===== src/design/bfdd_pkg.sv =====
// Shared types and constants for the byte frame digit decoder.
// No dependencies; used by the channel interfaces and the top level.
`timescale 1ns / 1ps

package bfdd_pkg;

   // Field widths
   localparam int unsigned BYTE_W   = 8;
   localparam int unsigned KIND_W   = 2;
   localparam int unsigned DIGIT_W  = 4;
   localparam int unsigned NUMBER_W = 15;
   localparam int unsigned CSR_IDX_W = 1;

   typedef logic [BYTE_W-1:0]   byte_type;
   typedef logic [KIND_W-1:0]   kind_type;
   typedef logic [DIGIT_W-1:0]  digit_type;
   typedef logic [NUMBER_W-1:0] number_type;
   typedef logic [CSR_IDX_W-1:0] csr_index_type;

   // Update kinds reported with each decoded frame
   localparam kind_type KIND_TARGET = 2'd0;
   localparam kind_type KIND_NUMBER = 2'd1;
   localparam kind_type KIND_NONE   = 2'd2;

   // Configuration register indexes
   localparam csr_index_type REG_HEADER = 1'd0;
   localparam csr_index_type REG_TAIL   = 1'd1;

   // Reset values of the frame delimiters
   localparam byte_type HEADER_RESET = 8'h55;
   localparam byte_type TAIL_RESET   = 8'h6B;

   // Largest number a four-digit frame can produce (all digits fifteen)
   localparam number_type NUMBER_MAX = 15'd16665;

endpackage


===== src/design/bfdd_chan_if.sv =====
// Valid/ready channel interfaces for request bytes and decoded results.
// Depends on bfdd_pkg.
`timescale 1ns / 1ps

interface bfdd_req_if;
   logic              valid;
   logic              ready;
   bfdd_pkg::byte_type rx_byte;

   modport source (output valid, output rx_byte, input ready);
   modport sink   (input valid, input rx_byte, output ready);
endinterface

interface bfdd_rsp_if;
   logic                valid;
   logic                ready;
   bfdd_pkg::kind_type   update_kind;
   bfdd_pkg::digit_type  target_value;
   bfdd_pkg::number_type number_value;

   modport source (output valid, output update_kind, output target_value,
                   output number_value, input ready);
   modport sink   (input valid, input update_kind, input target_value,
                   input number_value, output ready);
endinterface


===== src/design/byte_frame_digit_decoder.sv =====
// A tail byte passes through the input register and then the result register.
// Throughput: one request byte per cycle; the input register and the result
// register each advance whenever the result register is empty or taken.
// Reset: synchronous, active high; clears the frame position, the stored
// target and number, the valid flags, and restores header 0x55, tail 0x6B.
// Depends on bfdd_pkg and bfdd_chan_if.
`timescale 1ns / 1ps

module byte_frame_digit_decoder (
   input  logic                    clock,
   input  logic                    reset,
   bfdd_req_if.sink                req_if,
   bfdd_rsp_if.source              rsp_if,
   input  logic                    csr_wr_en,
   input  bfdd_pkg::csr_index_type csr_index,
   input  bfdd_pkg::byte_type      csr_wdata
);

   // Frame position codes
   localparam logic [1:0] POS_HEADER = 2'd0;
   localparam logic [1:0] POS_FIRST  = 2'd1;
   localparam logic [1:0] POS_SECOND = 2'd2;
   localparam logic [1:0] POS_TAIL   = 2'd3;

   bfdd_pkg::byte_type   header_ff, tail_ff;
   logic                 in_valid_ff;
   bfdd_pkg::byte_type   in_byte_ff;
   logic [1:0]           pos_ff, pos_in;
   bfdd_pkg::byte_type   pay_first_ff, pay_second_ff;
   bfdd_pkg::digit_type  target_ff, target_in;
   bfdd_pkg::number_type number_ff, number_in;
   logic                 rsp_valid_ff, rsp_valid_in;
   bfdd_pkg::kind_type   rsp_kind_ff, kind_in;

   logic                 advance;
   logic                 consume;
   logic                 frame_done;
   bfdd_pkg::digit_type  d1, d2, d3, d4;
   bfdd_pkg::number_type w1, w2, w3, w4;

   // Handshake: the result register empties or is taken this cycle
   assign advance      = !rsp_valid_ff || rsp_if.ready;
   assign consume      = in_valid_ff && advance;
   assign req_if.ready = !in_valid_ff || advance;

   // Configuration registers
   always_ff @(posedge clock) begin
      if (reset) begin
         header_ff <= bfdd_pkg::HEADER_RESET;
         tail_ff   <= bfdd_pkg::TAIL_RESET;
      end else if (csr_wr_en) begin
         if (csr_index == bfdd_pkg::REG_HEADER) begin
            header_ff <= csr_wdata;
         end else begin
            tail_ff <= csr_wdata;
         end
      end
   end

   // Input register
   always_ff @(posedge clock) begin
      if (reset) begin
         in_valid_ff <= 1'b0;
      end else if (req_if.ready) begin
         in_valid_ff <= req_if.valid;
      end
   end

   always_ff @(posedge clock) begin
      if (req_if.ready && req_if.valid) begin
         in_byte_ff <= req_if.rx_byte;
      end
   end

   // Digit split and widening to the number width
   assign d1 = pay_first_ff[7:4];
   assign d2 = pay_first_ff[3:0];
   assign d3 = pay_second_ff[7:4];
   assign d4 = pay_second_ff[3:0];
   assign w1 = bfdd_pkg::number_type'(d1);
   assign w2 = bfdd_pkg::number_type'(d2);
   assign w3 = bfdd_pkg::number_type'(d3);
   assign w4 = bfdd_pkg::number_type'(d4);

   // Frame tracking and decode
   always_comb begin
      pos_in       = pos_ff;
      target_in    = target_ff;
      number_in    = number_ff;
      kind_in      = bfdd_pkg::KIND_NONE;
      frame_done   = 1'b0;
      unique case (pos_ff)
         POS_HEADER: begin
            if (in_byte_ff == header_ff) pos_in = POS_FIRST;
         end
         POS_FIRST:  pos_in = POS_SECOND;
         POS_SECOND: pos_in = POS_TAIL;
         POS_TAIL: begin
            pos_in = POS_HEADER;
            if (in_byte_ff == tail_ff) begin
               frame_done = 1'b1;
               if (d1 == '0) begin
                  kind_in = bfdd_pkg::KIND_NONE;
               end else if (d2 == '0 && d3 == '0 && d4 == '0) begin
                  kind_in   = bfdd_pkg::KIND_TARGET;
                  target_in = d1;
               end else if (d2 != '0 && d3 == '0 && d4 == '0) begin
                  kind_in   = bfdd_pkg::KIND_NUMBER;
                  number_in = w1 * 15'd10 + w2;
               end else if (d2 != '0 && d3 != '0 && d4 == '0) begin
                  kind_in   = bfdd_pkg::KIND_NUMBER;
                  number_in = w1 * 15'd100 + w2 * 15'd10 + w3;
               end else if (d2 != '0 && d3 != '0 && d4 != '0) begin
                  kind_in   = bfdd_pkg::KIND_NUMBER;
                  number_in = w1 * 15'd1000 + w2 * 15'd100 + w3 * 15'd10 + w4;
               end
            end
         end
         default: pos_in = POS_HEADER;
      endcase
   end

   assign rsp_valid_in = consume ? frame_done : (rsp_valid_ff && !rsp_if.ready);

   // Frame state and stored values
   always_ff @(posedge clock) begin
      if (reset) begin
         pos_ff    <= POS_HEADER;
         target_ff <= '0;
         number_ff <= '0;
      end else if (consume) begin
         pos_ff    <= pos_in;
         target_ff <= target_in;
         number_ff <= number_in;
      end
   end

   // Payload capture
   always_ff @(posedge clock) begin
      if (consume && pos_ff == POS_FIRST) pay_first_ff <= in_byte_ff;
      if (consume && pos_ff == POS_SECOND) pay_second_ff <= in_byte_ff;
   end

   // Result register
   always_ff @(posedge clock) begin
      if (reset) begin
         rsp_valid_ff <= 1'b0;
      end else begin
         rsp_valid_ff <= rsp_valid_in;
      end
   end

   always_ff @(posedge clock) begin
      if (consume && frame_done) rsp_kind_ff <= kind_in;
   end

   assign rsp_if.valid        = rsp_valid_ff;
   assign rsp_if.update_kind  = rsp_kind_ff;
   assign rsp_if.target_value = target_ff;
   assign rsp_if.number_value = number_ff;

`ifndef SYNTHESIS
   // A new result only follows a tail-position byte leaving the input register
   a_result_from_tail: assert property (@(posedge clock) disable iff (reset)
      $rose(rsp_valid_ff) |-> ($past(pos_ff) == POS_TAIL && $past(in_valid_ff)))
      else $error("result raised without a completed frame");

   // Kind code three is never produced
   a_kind_legal: assert property (@(posedge clock) disable iff (reset)
      rsp_valid_ff |-> (rsp_kind_ff == bfdd_pkg::KIND_TARGET ||
                        rsp_kind_ff == bfdd_pkg::KIND_NUMBER ||
                        rsp_kind_ff == bfdd_pkg::KIND_NONE))
      else $error("illegal update kind");

   // A target update always stores a nonzero leading digit
   a_target_nonzero: assert property (@(posedge clock) disable iff (reset)
      (rsp_valid_ff && rsp_kind_ff == bfdd_pkg::KIND_TARGET) |-> target_ff != '0)
      else $error("target update stored zero");

   // A number update is nonzero and within the four-digit range
   a_number_range: assert property (@(posedge clock) disable iff (reset)
      (rsp_valid_ff && rsp_kind_ff == bfdd_pkg::KIND_NUMBER) |->
      (number_ff != '0 && number_ff <= bfdd_pkg::NUMBER_MAX))
      else $error("number update out of range");
`endif

endmodule


===== src/flat_wrapper.sv =====
// flat-port wrapper written by rule: the top's interface ports become plain ports
module byte_frame_digit_decoder_flat 
  (clock, reset, csr_wr_en, csr_index, csr_wdata, req_if_valid, req_if_rx_byte, req_if_ready, rsp_if_valid, rsp_if_update_kind, rsp_if_target_value, rsp_if_number_value, rsp_if_ready);
  bfdd_req_if req_if_i ();
  bfdd_rsp_if rsp_if_i ();
  input  logic clock;
  input  logic reset;
  input  logic csr_wr_en;
  input  bfdd_pkg::csr_index_type csr_index;
  input  bfdd_pkg::byte_type csr_wdata;
  input wire logic [$bits(req_if_i.valid)-1:0] req_if_valid;
  input wire logic [$bits(req_if_i.rx_byte)-1:0] req_if_rx_byte;
  output wire logic [$bits(req_if_i.ready)-1:0] req_if_ready;
  output wire logic [$bits(rsp_if_i.valid)-1:0] rsp_if_valid;
  output wire logic [$bits(rsp_if_i.update_kind)-1:0] rsp_if_update_kind;
  output wire logic [$bits(rsp_if_i.target_value)-1:0] rsp_if_target_value;
  output wire logic [$bits(rsp_if_i.number_value)-1:0] rsp_if_number_value;
  input wire logic [$bits(rsp_if_i.ready)-1:0] rsp_if_ready;
  assign req_if_i.valid = req_if_valid;
  assign req_if_i.rx_byte = req_if_rx_byte;
  assign req_if_ready = req_if_i.ready;
  assign rsp_if_valid = rsp_if_i.valid;
  assign rsp_if_update_kind = rsp_if_i.update_kind;
  assign rsp_if_target_value = rsp_if_i.target_value;
  assign rsp_if_number_value = rsp_if_i.number_value;
  assign rsp_if_i.ready = rsp_if_ready;
  byte_frame_digit_decoder u_core (.clock(clock), .reset(reset), .req_if(req_if_i), .rsp_if(rsp_if_i), .csr_wr_en(csr_wr_en), .csr_index(csr_index), .csr_wdata(csr_wdata));
endmodule

===== config.mk =====
export PLATFORM = sky130hd
export DESIGN_NAME = byte_frame_digit_decoder_flat
export DESIGN_NICKNAME = d
export VERILOG_FILES = /design/src/design/bfdd_pkg.sv /design/src/design/bfdd_chan_if.sv /design/src/design/byte_frame_digit_decoder.sv /design/src/flat_wrapper.sv
export SDC_FILE = /design/constraint.sdc
export NUM_CORES = 1
export LEC_CHECK = 0
export BUFFER_PORTS_ARGS = -buffer_cell sky130_fd_sc_hd__buf_2
export CORE_ASPECT_RATIO = 1.5
export CORE_MARGIN = 2
export CORE_UTILIZATION = 60
export CTS_BUF_LIST = sky130_fd_sc_hd__clkbuf_16
export CTS_CLUSTER_DIAMETER = 50
export DETAILED_ROUTE_END_ITERATION = 16
export PLACE_DENSITY = 0.77
export SLEW_MARGIN = 20
export SYNTH_ARGS = -nofsm -noshare
export SYNTH_HDL_FRONTEND = slang
export SYNTH_SLANG_ARGS = --single-unit

===== constraint.sdc =====
create_clock -name clock -period 13.8 [get_ports clock]
set_input_delay 0.69 -clock clock [delete_from_list [all_inputs] [get_ports clock]]
set_output_delay 0.69 -clock clock [all_outputs]
set_load 0.05 [all_outputs]

**Word level (Yosys, flattened, before mapping)**

Cells that the tools add are included.

- Word-level logic and storage cells: 81
- Flip-flop bits (word level): 65
- Output and inout bits: 23

- Add/sub/neg operators: 6
- Reduce and logical (&&, ||, !) cells: 34
- Multiply operators: 6
- Muxes and demuxes: 12
- Equal/unequal tests: 6
- Bitwise gates (word level): 5

Operator list:

| operator | number |
|---|---|
| $add 15x15->15 | 3 |
| $add 15x4->15 | 3 |
| $mux 15 | 3 |
| $mul 4x3->7 const B | 3 |
| $mul 4x5->9 const B | 2 |
| $eq 8x8->1 | 2 |
| $logic_not 4->1 | 4 |
| $logic_and 1x1->1 | 13 |
| $reduce_bool 4->1 | 3 |
| $mul 4x7->11 const B | 1 |
| $mux 2 | 5 |
| $pmux 2 s4 | 1 |
| $reduce_and 2->1 | 3 |
| $reduce_and 6->1 | 1 |
| $not 1->1 | 5 |
| $reduce_and 5->1 | 1 |
| $eq 2x2->1 const B | 2 |
| $reduce_or 4->1 | 1 |
| $logic_not 1->1 | 3 |
| $mux 1 | 3 |
| $reduce_bool 3->1 | 1 |
| $reduce_or 3->1 | 1 |
| $eq 2x1->1 const B | 1 |
| $logic_not 2->1 | 1 |
| other kinds (2) | 3 |

**Depth between registers and ports, before layout**

- Depth in word-level cells: 7
- Mapped depth: 17
- Mapped depth without buffers: 17

**Least setup slack after synthesis**

Ideal clock, no wire load.

- Kind: flip-flop to flip-flop
- Start point: register u_core.pay_first_ff[6]
- End point: register u_core.number_ff[13] (netlist: u_core.rsp_if.number_value[13])
- Data required time: 13.726 ns
- Path slack: 9.396 ns
- Cell stages (with the launch flop): 18
- Period minus slack after synthesis: 4.404 ns
- Buffers on the path: 0
- Arrival time: 4.330 ns
- Library setup time: 0.074 ns
- Cell sequence: edfxtp_1 -> fa_1 -> inv_1 -> fa_1 -> inv_1 -> ha_1 -> a21o_1 -> a21oi_1 -> xor2_1 -> ha_1 -> ha_1 -> ha_1 -> a21o_1 -> a21oi_1 -> and4_1 -> o211ai_1 -> mux2_2 -> o21ai_0

- Longest elaborated chain between the ends: 7
- Elaborated cells on any way between the ends: 15
- Those cells by class: add/sub: 6; mul: 3; mux: 3; bitwise: 1; reduce/logical: 2

Ends and longest elaborated chain:

| item | RTL line | text |
|---|---|---|
| start: declaration | byte_frame_digit_decoder.sv:29 | `bfdd_pkg::byte_type pay_first_ff, pay_second_ff;` |
| start signal: assignment | byte_frame_digit_decoder.sv:140 | `if (consume && pos_ff == POS_FIRST) pay_first_ff <= in_byte_ff;` |
| $mul 4x7->11 | byte_frame_digit_decoder.sv:115 | `number_in = w1 * 15'd1000 + w2 * 15'd100 + w3 * 15'd10 + w4;` |
| $add 15x15->15 (2 in series) | byte_frame_digit_decoder.sv:115 |  |
| $add 15x4->15 | byte_frame_digit_decoder.sv:115 |  |
| $mux 15 | byte_frame_digit_decoder.sv:113 | `end else if (d2 != '0 && d3 != '0 && d4 != '0) begin` |
| $mux 15 | byte_frame_digit_decoder.sv:110 | `end else if (d2 != '0 && d3 != '0 && d4 == '0) begin` |
| $mux 15 | byte_frame_digit_decoder.sv:107 | `end else if (d2 != '0 && d3 == '0 && d4 == '0) begin` |
| end signal: assignment | byte_frame_digit_decoder.sv:134 | `number_ff <= number_in;` |
| end: declaration | byte_frame_digit_decoder.sv:31 | `bfdd_pkg::number_type number_ff, number_in;` |

Parallel ways exist; a longest one is shown, timed or not. The select of a mux whose other input is x is not followed.
A chain may end at the register's enable or synchronous reset.

**Final worst setup path**

Ends and elaborated chain as after synthesis.

==> flow_metrics.py <==
metrics = {
    "final_layout": {
        "drive_above_1_share_pct": 12.2,
        "fin_nets": 716,
        "area_delta_synth_final_pct": 11.3,
        "stdcell_count": 700,
        "diodes": 0,
    },
    "yosys": {
        "syn_area_sq_mm": 0.00538,
        "syn_inst": 540,
        "yosysTopAreaCellShare_pct": 19.8,
        "yosysWarningCount": 0,
        "synth_area_leaders": "ha_1 20%, dfxtp_1 15%, edfxtp_1 15%, fa_1 8.9%, xnor2_1 4.9%",
        "synth_top_area_cell": "ha_1",
        "synthFlopType": "dfxtp_1",
        "ys_seq_elements": 65,
        "async_reset_ff_share_pct": 0,
        "synth-edff-count": 26,
        "synth_commonest_cells": "85 x ha_1, 54 x inv_1, 39 x dfxtp_1",
        "yosysMostFrequentCell": "ha_1",
        "syn_avg_cell_area_sq_um": 9.96,
        "ys_types": 58,
        "synth_nets": 671,
        "yosysSeqAreaShare_pct": 29.0,
    },
    "global_routing": {
        "grt_pass1_vias": 4501,
        "grt_max_degree": 43,
        "antenna_found_initial": 0,
        "gr-total-overflow": 0,
        "track_usage_pct": 30.3,
        "grt_pass1_wl_mm": 21.9,
    },
    "die": {
        "coreArea_sq_mm": 0.00878,
        "die_area_sq_mm": 0.00976,
        "start_util_pct": 61.3,
        "die_w_um": 81.3,
        "rows": 42,
        "ios": 45,
        "die_h_um": 120,
    },
    "clock_tree": {
        "cts_sinks": 65,
        "postCtsSetupBuffers": 0,
        "cts_tree": "yes",
        "hold_buffers": 0,
        "htree_levels": 3,
        "clk_pin_slew_ps": 60,
        "cts-resized-gates": 0,
        "cts-buffers-inserted": 9,
        "root_buffer": "clkbuf_16",
        "clk_latency_ps": 330,
        "clk_path_buf_depth": 2,
    },
    "timing": {
        "maxSlewViolCount": 0,
        "holdWs_ps": 469,
        "tightest_slew_ps": 963,
        "relSlewSlack_pct": 35.7,
        "setup_ws_ps": 9070,
        "min_period_ps": 4730,
        "post-route-period-util_pct": 34.3,
        "rsz0062_at_grt": "false",
        "setup_tns_ps": 0,
        "hold_viol_final": 0,
        "setup-violations-final": 0,
        "finalClockSkew_ps": 5.81,
        "max_freq_mhz": 211,
    },
    "setup_path": {
        "critPathArrivalTime_ps": 4990,
        "critPathRequiredTime_ps": 14060,
        "crit_top_cell": "ha_1",
        "worstSetupEndpointType": "flop",
        "worst-setup-path-type": "flop to flop",
        "path_cells": "fa_1 -> inv_1 -> fa_1 -> inv_1 -> ha_1 -> a21o_1 -> a21oi_1 -> xor2_1 -> ha_1 -> ha_1 -> ha_1 -> a21o_1 -> a21oi_1 -> and4_1 -> o211ai_1 -> mux2_2 -> o21ai_0",
        "cp_max_fo": 10,
        "worstSetupStartpointType": "flop",
        "worst_path_largest_cell_delay_ps": 650,
        "slowest_stage": "fa_1",
    },
    "pwr": {
        "powerDensity_mw_per_mm2": 77.0,
        "leakage_nw": 2.70,
        "finalPower_uw": 461,
        "vdd_ir_drop_max_uv": 102,
    },
    "status": {
        "status": "finished, final reports clean",
    },
    "drt": {
        "wire_per_inst_um": 19.0,
        "drtPass1Iterations": 4,
        "viasPerCell": 6.07,
        "drt-total-wl_mm": 13.3,
        "drtIter0Drc": 221,
        "ant_nets": 0,
        "num_vias": 4247,
        "drc_errors": 0,
    },
    "min_path": {
        "hp-class": "flop to flop",
    },
    "placed_design": {
        "port_buffers": 44,
        "hpwl_mm": 10.6,
        "dp_worst_setup_slack_ps": 9070,
        "gp_congestion": 0.920,
        "dp_cells": 684,
    },
    "flow_run": {
        "maxCapViolCount": 0,
    },
}
-- flip-flops by register name, summed over array words and instances, names as in the netlist --
register,flops
u_core.pos_ff,2
u_core.in_valid_ff,1
u_core.pay_second_ff,8
u_core.tail_ff,8
u_core.in_byte_ff,8
u_core.rsp_if.valid,1
u_core.rsp_if.target_value,4
u_core.header_ff,8
u_core.pay_first_ff,8
u_core.rsp_if.update_kind,2
u_core.rsp_if.number_value,15
-- area by class of cell --
| class | count | area (sq um) |
|---|---|---|
| timing repair buffer | 46 | 235 |
| clock buffer | 9 | 225 |
| clock inverter | 7 | 71.3 |
| multi-input combinational | 409 | 3550 |
| fill | 659 | 2790 |
| tap | 110 | 138 |
| inverter | 54 | 203 |
| sequential | 65 | 1560 |
-- critical path: cells and delay by family, from the launching register on --
kind            cells  cell delay [ps]
buf+inv             2              140
fa+ha+maj           6             2290
xor+xnor            1              170
simple gates        1              240
flops               1              590
compound gates      6              980
mux                 1              270
-- cells in the final DEF, fill, tap and decap left out, types with 6 or more instances in the layout --
master,instances
xnor2_1,30
mux2i_1,10
buf_2,44
nor3_1,6
nand2b_1,9
inv_1,55
a211oi_1,10
ha_1,85
fa_1,24
nand2_1,29
o21a_1,7
and3_1,7
a31oi_1,8
nor2_1,33
o21ai_0,13
a21oi_1,20
edfxtp_1,26
clkbuf_16,9
dfxtp_1,39
nor2b_1,11
xor2_1,12
o211ai_1,7
a21o_1,14
a211o_1,10
nand3_1,9
-- path summary, 6_finish.rpt --
check,start,to,slack (ps),cells past startpoint
worst max-delay path,u_core.pay_first_ff[6],u_core.rsp_if.number_value[13],9070,17
worst min-delay path,u_core.rsp_if.number_value[4],u_core.rsp_if.number_value[4],470,2
worst max register to register,u_core.pay_first_ff[6],u_core.rsp_if.number_value[13],9070,17
worst min register to register,u_core.rsp_if.number_value[4],u_core.rsp_if.number_value[4],470,2
-- per-layer routing --
layer | part of all wire (%) | track usage (%)
met4 | 6.4 | 19.1
met2 | 55 | 55.4
met1 | 35 | 30.3
met3 | 3.5 | 5.11
met5 | 0 | 0
-- cell families (layout without fill, tap and decap cells) --
family	Yosys count	count (layout)	share of synthesized area, %
compound gates	113	113	14.7
xor+xnor	42	42	6.84
fa+ha+maj	109	109	28.7
buf+inv	66	116	5.07
flops	65	65	29.0
mux	12	12	2.28
simple gates	133	133	13.4
-- metrics by stage --
step	utilization (%)	cell area (sq um)
after floorplan	-	5380
after global placement	64.9	5690
after detailed placement	64.9	5690
after CTS	68.2	5990
after global routing	68.2	5990
final	68.2	5990
-- power by group --
group	switching (mW)	internal (mW)
registers	0.00556	0.205
clock network	0.0871	0.140
logic	0.0123	0.0110
Note: power is estimated with default switching activity, not from simulation.
